==> config.mk <==
export PLATFORM = sky130hd
export DESIGN_NAME = cme_ctrl
export DESIGN_NICKNAME = d
export VERILOG_FILES = /design/src/sv/cme_pkg.sv /design/src/sv/cme_ctrl.sv
export SDC_FILE = /design/constraint.sdc
export NUM_CORES = 1
export LEC_CHECK = 0
export ABC_AREA = 1
export BUFFER_PORTS_ARGS = -buffer_cell sky130_fd_sc_hd__buf_2
export CORE_ASPECT_RATIO = 0.6
export CORE_MARGIN = 2
export CORE_UTILIZATION = 55
export DETAILED_ROUTE_END_ITERATION = 6
export GPL_ROUTABILITY_DRIVEN = 0
export HOLD_SLACK_MARGIN = 0.06
export PLACE_DENSITY = 0.87
export RECOVER_POWER = 25
export SYNTH_ARGS = -nofsm -noshare
export SYNTH_HDL_FRONTEND = slang
export SYNTH_SLANG_ARGS = --single-unit
==> constraint.sdc <==
create_clock -name i_clk -period 4.9 [get_ports i_clk]
set_input_delay 0.98 -clock i_clk [delete_from_list [all_inputs] [get_ports i_clk]]
set_output_delay 0.98 -clock i_clk [all_outputs]
set_load 0.03 [all_outputs]
==> src/sv/cme_pkg.sv <==
// ============================================================================
// cme_pkg: shared types and constants of the cubic magnetoelastic field block
// Item structs, datapath select codes, sequencer word and saturation limits.
// ============================================================================
`default_nettype none

package cme_pkg;

    // Fixed field widths.
    localparam int unsigned MS_W  = 22;
    localparam int unsigned A_W   = 96;   // wide multiplicand, three 32-bit chunks
    localparam int unsigned B_W   = 37;   // narrow multiplier operand
    localparam int unsigned MAG_W = 80;   // magnitude of the field numerator

    // Multiply-accumulate sequencing.
    localparam int unsigned MAC_CHUNKS   = 3;
    localparam int unsigned DIV_STEPS    = 8;
    localparam int unsigned DIV_BITS     = 4;
    localparam int unsigned CFG_IDX_W    = 3;

    // round(2^16 / mu0)
    localparam logic [35:0] INV_MU0_Q16 = 36'd52151891752;

    localparam logic signed [31:0] S32_MAX = 32'sh7FFF_FFFF;
    localparam logic signed [31:0] S32_MIN = 32'sh8000_0000;
    localparam logic signed [63:0] S64_MAX = 64'sh7FFF_FFFF_FFFF_FFFF;
    localparam logic signed [63:0] S64_MIN = 64'sh8000_0000_0000_0000;

    typedef enum logic [CFG_IDX_W-1:0] {
        CFG_B1          = 3'd0,
        CFG_B2          = 3'd1,
        CFG_UNIFORM_MS  = 3'd2,
        CFG_USE_NODE_MS = 3'd3,
        CFG_COUPLING_ON = 3'd4
    } t_cfg_idx;

    typedef struct packed {
        logic signed [15:0] mag_x;
        logic signed [15:0] mag_y;
        logic signed [15:0] mag_z;
        logic signed [31:0] strain_xx;
        logic signed [31:0] strain_yy;
        logic signed [31:0] strain_zz;
        logic signed [31:0] shear_yz;
        logic signed [31:0] shear_xz;
        logic signed [31:0] shear_xy;
        logic [MS_W-1:0]    node_ms;
        logic [31:0]        node_weight;
        logic [1:0]         node_flags;
    } t_in_item;

    typedef struct packed {
        logic signed [31:0] field_x;
        logic signed [31:0] field_y;
        logic signed [31:0] field_z;
        logic signed [63:0] energy_total;
        logic               last_node;
    } t_out_item;

    typedef enum logic [3:0] {
        A_EXX, A_EYY, A_EZZ, A_GYZ, A_GXZ, A_GXY,
        A_DX, A_DY, A_DZ, A_DX2, A_DY2, A_DZ2,
        A_OX, A_TW, A_MAG
    } t_a_sel;

    typedef enum logic [2:0] {
        B_MX, B_MY, B_MZ, B_B1, B_B2, B_INV, B_WGT
    } t_b_sel;

    typedef enum logic [3:0] {
        D_NONE, D_DX, D_DY, D_DZ, D_OX, D_TW, D_MAG, D_D16, D_ENG,
        D_FX, D_FY, D_FZ
    } t_dst;

    typedef struct packed {
        logic   is_div;
        logic   clr;
        t_a_sel a_sel;
        t_b_sel b_sel;
        t_dst   dst;
        logic   last;
    } t_uop;

    // Controller to datapath.
    typedef struct packed {
        logic       load;
        logic       mul;
        logic [1:0] chunk;
        logic       add;
        logic [1:0] add_chunk;
        logic       clr;
        t_a_sel     a_sel;
        t_b_sel     b_sel;
        logic       wr;
        t_dst       dst;
        logic       div_init;
        logic       div_step;
        logic       commit;
    } t_cmd;

    // Datapath to controller.
    typedef struct packed {
        logic active;
        logic out_free;
    } t_sts;

endpackage

`default_nettype wire

==> src/sv/cme_ctrl.sv <==
// ============================================================================
// cme_ctrl: sequencer of the cubic magnetoelastic field block
// Walks the per-node operation program and drives the shared datapath.
// ============================================================================
`default_nettype none

module cme_ctrl import cme_pkg::*; (
    input  wire logic i_clk,
    input  wire logic i_rst_n,
    input  wire logic i_in_valid,
    output logic      o_in_stall,
    input  wire t_sts i_sts,
    output t_cmd      o_cmd
);

    typedef enum logic [4:0] {
        S_IDLE   = 5'b00001,
        S_CHECK  = 5'b00010,
        S_MAC    = 5'b00100,
        S_DIV    = 5'b01000,
        S_COMMIT = 5'b10000
    } t_state;

    function automatic t_uop mk(input logic is_div, input logic clr, input t_a_sel a,
                                input t_b_sel b, input t_dst d, input logic last);
        t_uop u;
        u.is_div = is_div;
        u.clr    = clr;
        u.a_sel  = a;
        u.b_sel  = b;
        u.dst    = d;
        u.last   = last;
        return u;
    endfunction

    // Operation program for one active node: three field components, then energy.
    function automatic t_uop uop_at(input logic [4:0] pc);
        t_uop u;
        case (pc)
            5'd0:  u = mk(1'b0, 1'b1, A_EXX, B_MX,  D_DX,   1'b0);
            5'd1:  u = mk(1'b0, 1'b1, A_GXY, B_MY,  D_NONE, 1'b0);
            5'd2:  u = mk(1'b0, 1'b0, A_GXZ, B_MZ,  D_OX,   1'b0);
            5'd3:  u = mk(1'b0, 1'b1, A_DX2, B_B1,  D_NONE, 1'b0);
            5'd4:  u = mk(1'b0, 1'b0, A_OX,  B_B2,  D_MAG,  1'b0);
            5'd5:  u = mk(1'b0, 1'b1, A_MAG, B_INV, D_NONE, 1'b0);
            5'd6:  u = mk(1'b1, 1'b0, A_MAG, B_INV, D_FX,   1'b0);
            5'd7:  u = mk(1'b0, 1'b1, A_EYY, B_MY,  D_DY,   1'b0);
            5'd8:  u = mk(1'b0, 1'b1, A_GXY, B_MX,  D_NONE, 1'b0);
            5'd9:  u = mk(1'b0, 1'b0, A_GYZ, B_MZ,  D_TW,   1'b0);
            5'd10: u = mk(1'b0, 1'b1, A_DY2, B_B1,  D_NONE, 1'b0);
            5'd11: u = mk(1'b0, 1'b0, A_TW,  B_B2,  D_MAG,  1'b0);
            5'd12: u = mk(1'b0, 1'b1, A_MAG, B_INV, D_NONE, 1'b0);
            5'd13: u = mk(1'b1, 1'b0, A_MAG, B_INV, D_FY,   1'b0);
            5'd14: u = mk(1'b0, 1'b1, A_EZZ, B_MZ,  D_DZ,   1'b0);
            5'd15: u = mk(1'b0, 1'b1, A_GXZ, B_MX,  D_NONE, 1'b0);
            5'd16: u = mk(1'b0, 1'b0, A_GYZ, B_MY,  D_TW,   1'b0);
            5'd17: u = mk(1'b0, 1'b1, A_DZ2, B_B1,  D_NONE, 1'b0);
            5'd18: u = mk(1'b0, 1'b0, A_TW,  B_B2,  D_MAG,  1'b0);
            5'd19: u = mk(1'b0, 1'b1, A_MAG, B_INV, D_NONE, 1'b0);
            5'd20: u = mk(1'b1, 1'b0, A_MAG, B_INV, D_FZ,   1'b0);
            5'd21: u = mk(1'b0, 1'b1, A_GYZ, B_MZ,  D_TW,   1'b0);
            5'd22: u = mk(1'b0, 1'b1, A_TW,  B_MY,  D_NONE, 1'b0);
            5'd23: u = mk(1'b0, 1'b0, A_OX,  B_MX,  D_TW,   1'b0);
            5'd24: u = mk(1'b0, 1'b1, A_DX,  B_MX,  D_NONE, 1'b0);
            5'd25: u = mk(1'b0, 1'b0, A_DY,  B_MY,  D_NONE, 1'b0);
            5'd26: u = mk(1'b0, 1'b0, A_DZ,  B_MZ,  D_DX,   1'b0);
            5'd27: u = mk(1'b0, 1'b1, A_DX,  B_B1,  D_NONE, 1'b0);
            5'd28: u = mk(1'b0, 1'b0, A_TW,  B_B2,  D_D16,  1'b0);
            5'd29: u = mk(1'b0, 1'b1, A_TW,  B_WGT, D_ENG,  1'b1);
            default: u = mk(1'b0, 1'b0, A_EXX, B_MX, D_NONE, 1'b1);
        endcase
        return u;
    endfunction

    t_state     r_state, n_state;
    logic [4:0] r_pc, n_pc;
    logic [1:0] r_chunk, n_chunk;
    logic [3:0] r_dcnt, n_dcnt;
    t_uop       w_u;
    t_uop       w_u_next;

    always_comb begin
        w_u      = uop_at(r_pc);
        w_u_next = uop_at(5'(r_pc + 5'd1));
        n_state  = r_state;
        n_pc     = r_pc;
        n_chunk  = r_chunk;
        n_dcnt   = r_dcnt;
        o_cmd    = '0;
        o_cmd.a_sel = w_u.a_sel;
        o_cmd.b_sel = w_u.b_sel;
        o_cmd.dst   = w_u.dst;
        unique case (r_state)
            S_IDLE: begin
                if (i_in_valid) begin
                    o_cmd.load = 1'b1;
                    n_state    = S_CHECK;
                end
            end
            S_CHECK: begin
                n_pc    = '0;
                n_chunk = '0;
                n_dcnt  = '0;
                n_state = i_sts.active ? S_MAC : S_COMMIT;
            end
            S_MAC: begin
                o_cmd.mul       = (r_chunk != 2'(MAC_CHUNKS));
                o_cmd.chunk     = r_chunk;
                o_cmd.add       = (r_chunk != 2'd0);
                o_cmd.add_chunk = 2'(r_chunk - 2'd1);
                o_cmd.clr       = w_u.clr && (r_chunk == 2'd1);
                o_cmd.wr        = (r_chunk == 2'(MAC_CHUNKS));
                if (r_chunk == 2'(MAC_CHUNKS)) begin
                    n_chunk = '0;
                    n_dcnt  = '0;
                    if (w_u.last) begin
                        n_state = S_COMMIT;
                    end else begin
                        n_pc    = 5'(r_pc + 5'd1);
                        n_state = w_u_next.is_div ? S_DIV : S_MAC;
                    end
                end else begin
                    n_chunk = 2'(r_chunk + 2'd1);
                end
            end
            S_DIV: begin
                o_cmd.div_init = (r_dcnt == 4'd0);
                o_cmd.div_step = (r_dcnt != 4'd0);
                o_cmd.wr       = (r_dcnt == 4'(DIV_STEPS));
                if (r_dcnt == 4'(DIV_STEPS)) begin
                    n_dcnt  = '0;
                    n_chunk = '0;
                    n_pc    = 5'(r_pc + 5'd1);
                    n_state = w_u_next.is_div ? S_DIV : S_MAC;
                end else begin
                    n_dcnt = 4'(r_dcnt + 4'd1);
                end
            end
            S_COMMIT: begin
                o_cmd.commit = i_sts.out_free;
                if (i_sts.out_free) begin
                    n_state = S_IDLE;
                end
            end
            default: begin
                n_state = S_IDLE;
            end
        endcase
    end

    always_ff @(posedge i_clk) begin
        if (!i_rst_n) begin
            r_state <= S_IDLE;
            r_pc    <= '0;
            r_chunk <= '0;
            r_dcnt  <= '0;
        end else begin
            r_state <= n_state;
            r_pc    <= n_pc;
            r_chunk <= n_chunk;
            r_dcnt  <= n_dcnt;
        end
    end

    assign o_in_stall = (r_state != S_IDLE);

endmodule

`default_nettype wire

# Yosys cells after proc, flatten, opt, wreduce, memory -nomap -nowiden
# Memory sizes are Yosys's and may differ from the RTL's. A register that Yosys moved wholly into a read port is not among the register bits.
# Cells that the tools add are included.
[word_totals]
mem_count = 2
ram_bits = 0
mem_bits_ro = 896
regBits = 16
in_bits = 5
latchBits = 0
[classes]
multipliers = 0
shift = 0
reduce_logical = 9
add_sub_neg = 4
order_cmp = 0
mux = 26
eq_ne = 15
div_mod_pow = 0
bitwise = 0
[mem_list]
columns = ["memory", "depth", "width", "read_ports", "rd_ports_with_merged_regs", "write_ports", "line", "rtl"]
rows = [
  ["(name not given)", 32, 14, 1, 1, 0, "cme_ctrl.sv:39", "case (pc)"],
  ["(name not given)", 32, 14, 1, 0, 0, "cme_ctrl.sv:39", ""],
]
[ops]
columns = ["cell", "n"]
rows = [
  ["5-bit two-way mux", 11],
  ["5-bit one-hot mux with 5 select lines", 1],
  ["5-bit one-hot mux with 3 select lines", 1],
  ["4-bit two-way mux", 3],
  ["2-bit != test, second input constant", 6],
  ["4-bit one-hot mux with 3 select lines", 1],
  ["4-bit AND reduction", 2],
  ["7-bit two-way mux", 1],
  ["2-bit two-way mux", 3],
  ["2-bit one-hot mux with 3 select lines", 1],
  ["5-bit by 1-bit adder with 5-bit output, second input constant", 1],
  ["5-bit by 1-bit == test with 1-bit output, second input constant", 1],
  ["5-bit by 2-bit == test with 1-bit output, second input constant", 1],
  ["5-bit by 3-bit == test with 1-bit output, second input constant", 1],
  ["5-bit by 4-bit == test with 1-bit output, second input constant", 1],
  ["5-bit == test, second input constant", 1],
  ["5-bit by 1-bit != test with 1-bit output, second input constant", 1],
  ["4-bit by 1-bit adder with 4-bit output, second input constant", 1],
  ["4-bit == test, second input constant", 1],
  ["4-bit zero test", 1],
  ["2-bit AND reduction", 2],
  ["4-bit nonzero test", 1],
  ["1-bit two-way mux", 3],
  ["3-bit nonzero test", 1],
  ["7 further kinds", 7],
]

# Longest topological paths before layout
[logic_depth]
ltp_word = 6
depth_mapped = 18
mapped_depth_nobuf = 18

# Worst setup path before layout
# No wires, ideal clock.
[synth_path]
path_kind = "reg-to-output"
from = "register r_state[2]"
to = "output o_cmd[22] in the netlist's numbering"
setup_slack_ps = 2483
arrival_ps = 1437
path_stages_with_launch = 4
path_cell_list = "dfxtp_1 > nor2_1 > nand4_1 > nor2_1"
[synth_lines]
columns = ["element", "line", "rtl"]
rows = [
  ["from (decl)", "cme_ctrl.sv:75", "t_state r_state, n_state;"],
  ["from (signal assigned)", "cme_ctrl.sv:158", "r_state <= n_state;"],
  ["to (decl)", "cme_ctrl.sv:13", "output t_cmd o_cmd"],
]

# Worst setup path in the final report
[layout_path]
from = "input i_rst_n"
to = "register, netlist name w_u[1]"
[layout_between]
elab_chain_len = 1
[layout_rtl]
columns = ["element", "line", "rtl"]
rows = [
  ["from (decl)", "cme_ctrl.sv:9", "input wire logic i_rst_n,"],
  ["5-bit two-way mux (no source line)", "-", ""],
]
# Every way passes these cells.
# A chain may end at the register's enable or synchronous reset.

==> reports/metrics.csv <==
metric,value,unit
die_h,54.60,microns
fp.dieW,88.34,microns
pin_count,29,
fillers,397,
power_switching,0.1938,mW
fin_crit,2884,ps
via_per_inst,5.229,
antenna_found_initial,0,
power_leakage,1.241,nW
critPathSlowestCell,clkbuf_1,
cp.required,5120,ps
finalSetupViolations,0,
drc,0,
rows,18,
slowest_delay,690,ps
dp_hpwl,4.144,mm
yosysWarnings,0,
critical_path_class,input pin to flip-flop,
hold_viol_final,0,
ctsHtreeMaxLevel,2,
numCtsBuffers,5,
clk-insertion-delay-late,280,ps
grt_max_degree,21,
path_clk_slew,60,ps
ir_worst_vdd,0.1302,mV
grt_pass1_wl,9.073,mm
skew,8.070,ps
max_freq,346.8,MHz
clockBufferDepth,2,
grt_pass1_vias,1936,
post_cts_buffers,0,
outcome,completed,
syn_inst,360,
crit_path_start,i_rst_n,
internal-power,0.3837,mW
port_buffers,28,
vias,2280,
min_from,r_chunk[1],
drive_gt1_share,13.83,%
synth_seq_cells,29,
dpl-instance-area,2399,sq um
cts_tree,yes,
critPathBufInv,3,
synth_area_per_cell,6.520,sq um
slew_headroom,36.83,%
syn2layout_area_growth,5.277,%
cp-end-kind,flip-flop,
drt-initial-drc-count,284,
crit_chain,clkbuf_1 > nand2_1 > nor2_1 > ha_1 > inv_1 > o21ai_0 > nand2_1 > nand2_1 > inv_1 > nand2_1,
hold_path.class,flip-flop to flip-flop,
cts_resized,0,
rsz0062_at_grt,no,
syn-num-nets,384,
drtPass1Iterations,5,
power.density,233.7,nW/um^2
drv_slew,0,
r2r_slack,2130,ps
seq_power_share,44.4,%
diodes,0,
coreArea,4099,sq um
timing.rr.start,r_state[2],
die_area,4823,sq um
syn_area,2347,sq um
clkPwrFrac,33.4,%
wl,5.492,mm
fin_crit_sh,58.85,%
grt_usage,25.07,%
nNetsFinal,399,
initial_utilization,57.26,%
yosysSeqAreaShare,24.73,%
critPathLaunchType,input pin,
worst_slew_pin_slew,947.6,ps
overflow,0,
cts.sink_count,29,
place_ws,2200,ps
comb_power_share,22.2,%
cts_root_buf,clkbuf_8,
ctsHoldBuffers,0,
wl_per_cell,12.60,microns
crit_top_cell,nand2_1,
swShare,33.56,%
drv_cap,0,
fin_area,2471,sq um
setup_ws,2016,ps
cp_top_family,buffers and inverters,
arrival,3110,ps
fin_setup_tns,0,ps
synth.distinct_cells,34,
cp_max_fo,18,
ant_nets,0,
## metal layers
layer	up-vias	GRT usage, %	wire (microns)
met5	-	0	0
met4	0	5.808	80
met3	13	8.597	700
met2	129	35.46	2096
met1	973	36.43	2614
li1	1165	-	-
## placed cells by master, fill, tap and decap left out
master and count:
a21oi_1 16, inv_2 4, nor2_1 30, o21bai_1 1, nor2_2 4, o21ai_0 12, nor3_1 3, o22ai_1 1
or2_1 1, nand2_1 101, nand2_2 5, nand2_4 2, o211ai_1 2, clkinv_2 2, buf_2 20, a21oi_2 1
nand4_1 3, nor2_8 1, xor2_1 2, dfxtp_1 29, a31oi_1 1, clkbuf_8 5, nor3b_1 1, o31ai_1 1
a21boi_1 1, ha_1 19, nand3_1 44, nand3_2 5, clkbuf_1 9, xnor2_1 1, nand3b_1 1, nand3_4 1
inv_1 45, nor2_4 2
## cell usage after synthesis (all sizes together)
cell type | instances | area (sq um)
a21boi | 1 | 7.510
a21oi | 17 | 88.84
a31oi | 1 | 6.260
buf | 19 | 160.2
clkbuf | 1 | 3.750
dfxtp | 29 | 580.6
ha | 19 | 237.7
inv | 49 | 183.9
nand2 | 108 | 432.9
nand3 | 50 | 287.8
nand3b | 1 | 7.510
nand4 | 3 | 18.77
nor2 | 37 | 180.2
nor3 | 3 | 15.01
nor3b | 1 | 7.510
o211ai | 2 | 15.01
o21ai | 12 | 60.06
o21bai | 1 | 7.510
o22ai | 1 | 6.260
o31ai | 1 | 7.510
or2 | 1 | 6.260
xnor2 | 1 | 8.760
xor2 | 2 | 17.52
## flip-flops by register name (all words and copies together), names as in the netlist
name	cells
r_pc	5
r_chunk	2
w_u	13
r_dcnt	4
r_state	5
## power by group through the flow
stage	clock network [mW]	registers, mW	logic (mW)
3_5_place_dp	0	0.261	0.127
3_3_place_gp	0	0.261	0.126
4_1_cts	0.199	0.256	0.128
2_1_floorplan	0	0.260	0.116
6_report	0.193	0.256	0.128
5_1_grt	0.210	0.258	0.143
## worst paths after layout
check                                  end  cells after the start
worst min register to register  r_chunk[1]                      2
worst max register to register      w_u[1]                     17
worst min-delay path            r_chunk[1]                      2
worst max-delay path                w_u[1]                     10
## stage by stage
stage          instances  hold slack [ps]  power (mW)  util, %
2_1_floorplan        360            455.6      0.3761        -
3_3_place_gp         428            476.4      0.3872    58.52
3_5_place_dp         428            478.6      0.3886    58.52
4_1_cts              436            496.8      0.5835    60.53
5_1_grt              436            530.8      0.6113    60.29
6_report             436            494.0      0.5775    60.29
## cells by family after synthesis
group                    after synthesis  share of synthesized area (%)
AO/OA/AOI/OAI                         36                          8.476
XOR/XNOR                               3                          1.120
adder cells (fa/ha/maj)               19                          10.13
buffers and inverters                 69                          14.82
flip-flops                            29                          24.73
AND/OR/NAND/NOR                      204                          40.73
## final cells by class
| class | instances | area (sq um) | share of cell area, % |
|---|---|---|---|
| Multi-Input combinational cell | 262 | 1419 | 57.42 |
| Sequential cell | 29 | 580.6 | 23.49 |
| Inverter | 49 | 183.9 | 7.443 |
| Timing Repair Buffer | 28 | 130.1 | 5.266 |
| Tap cell | 60 | 75.07 | 3.038 |
| Clock buffer | 6 | 72.57 | 2.937 |
| Clock inverter | 2 | 10.01 | 0.4051 |
## tightest hold or removal path: cells and delay by family, from the launching register on
family | cells | cell delay [ps]
flops | 1 | 330
simple gates | 1 | 70
compound gates | 1 | 50
Note: power is estimated with default switching activity, not from simulation.
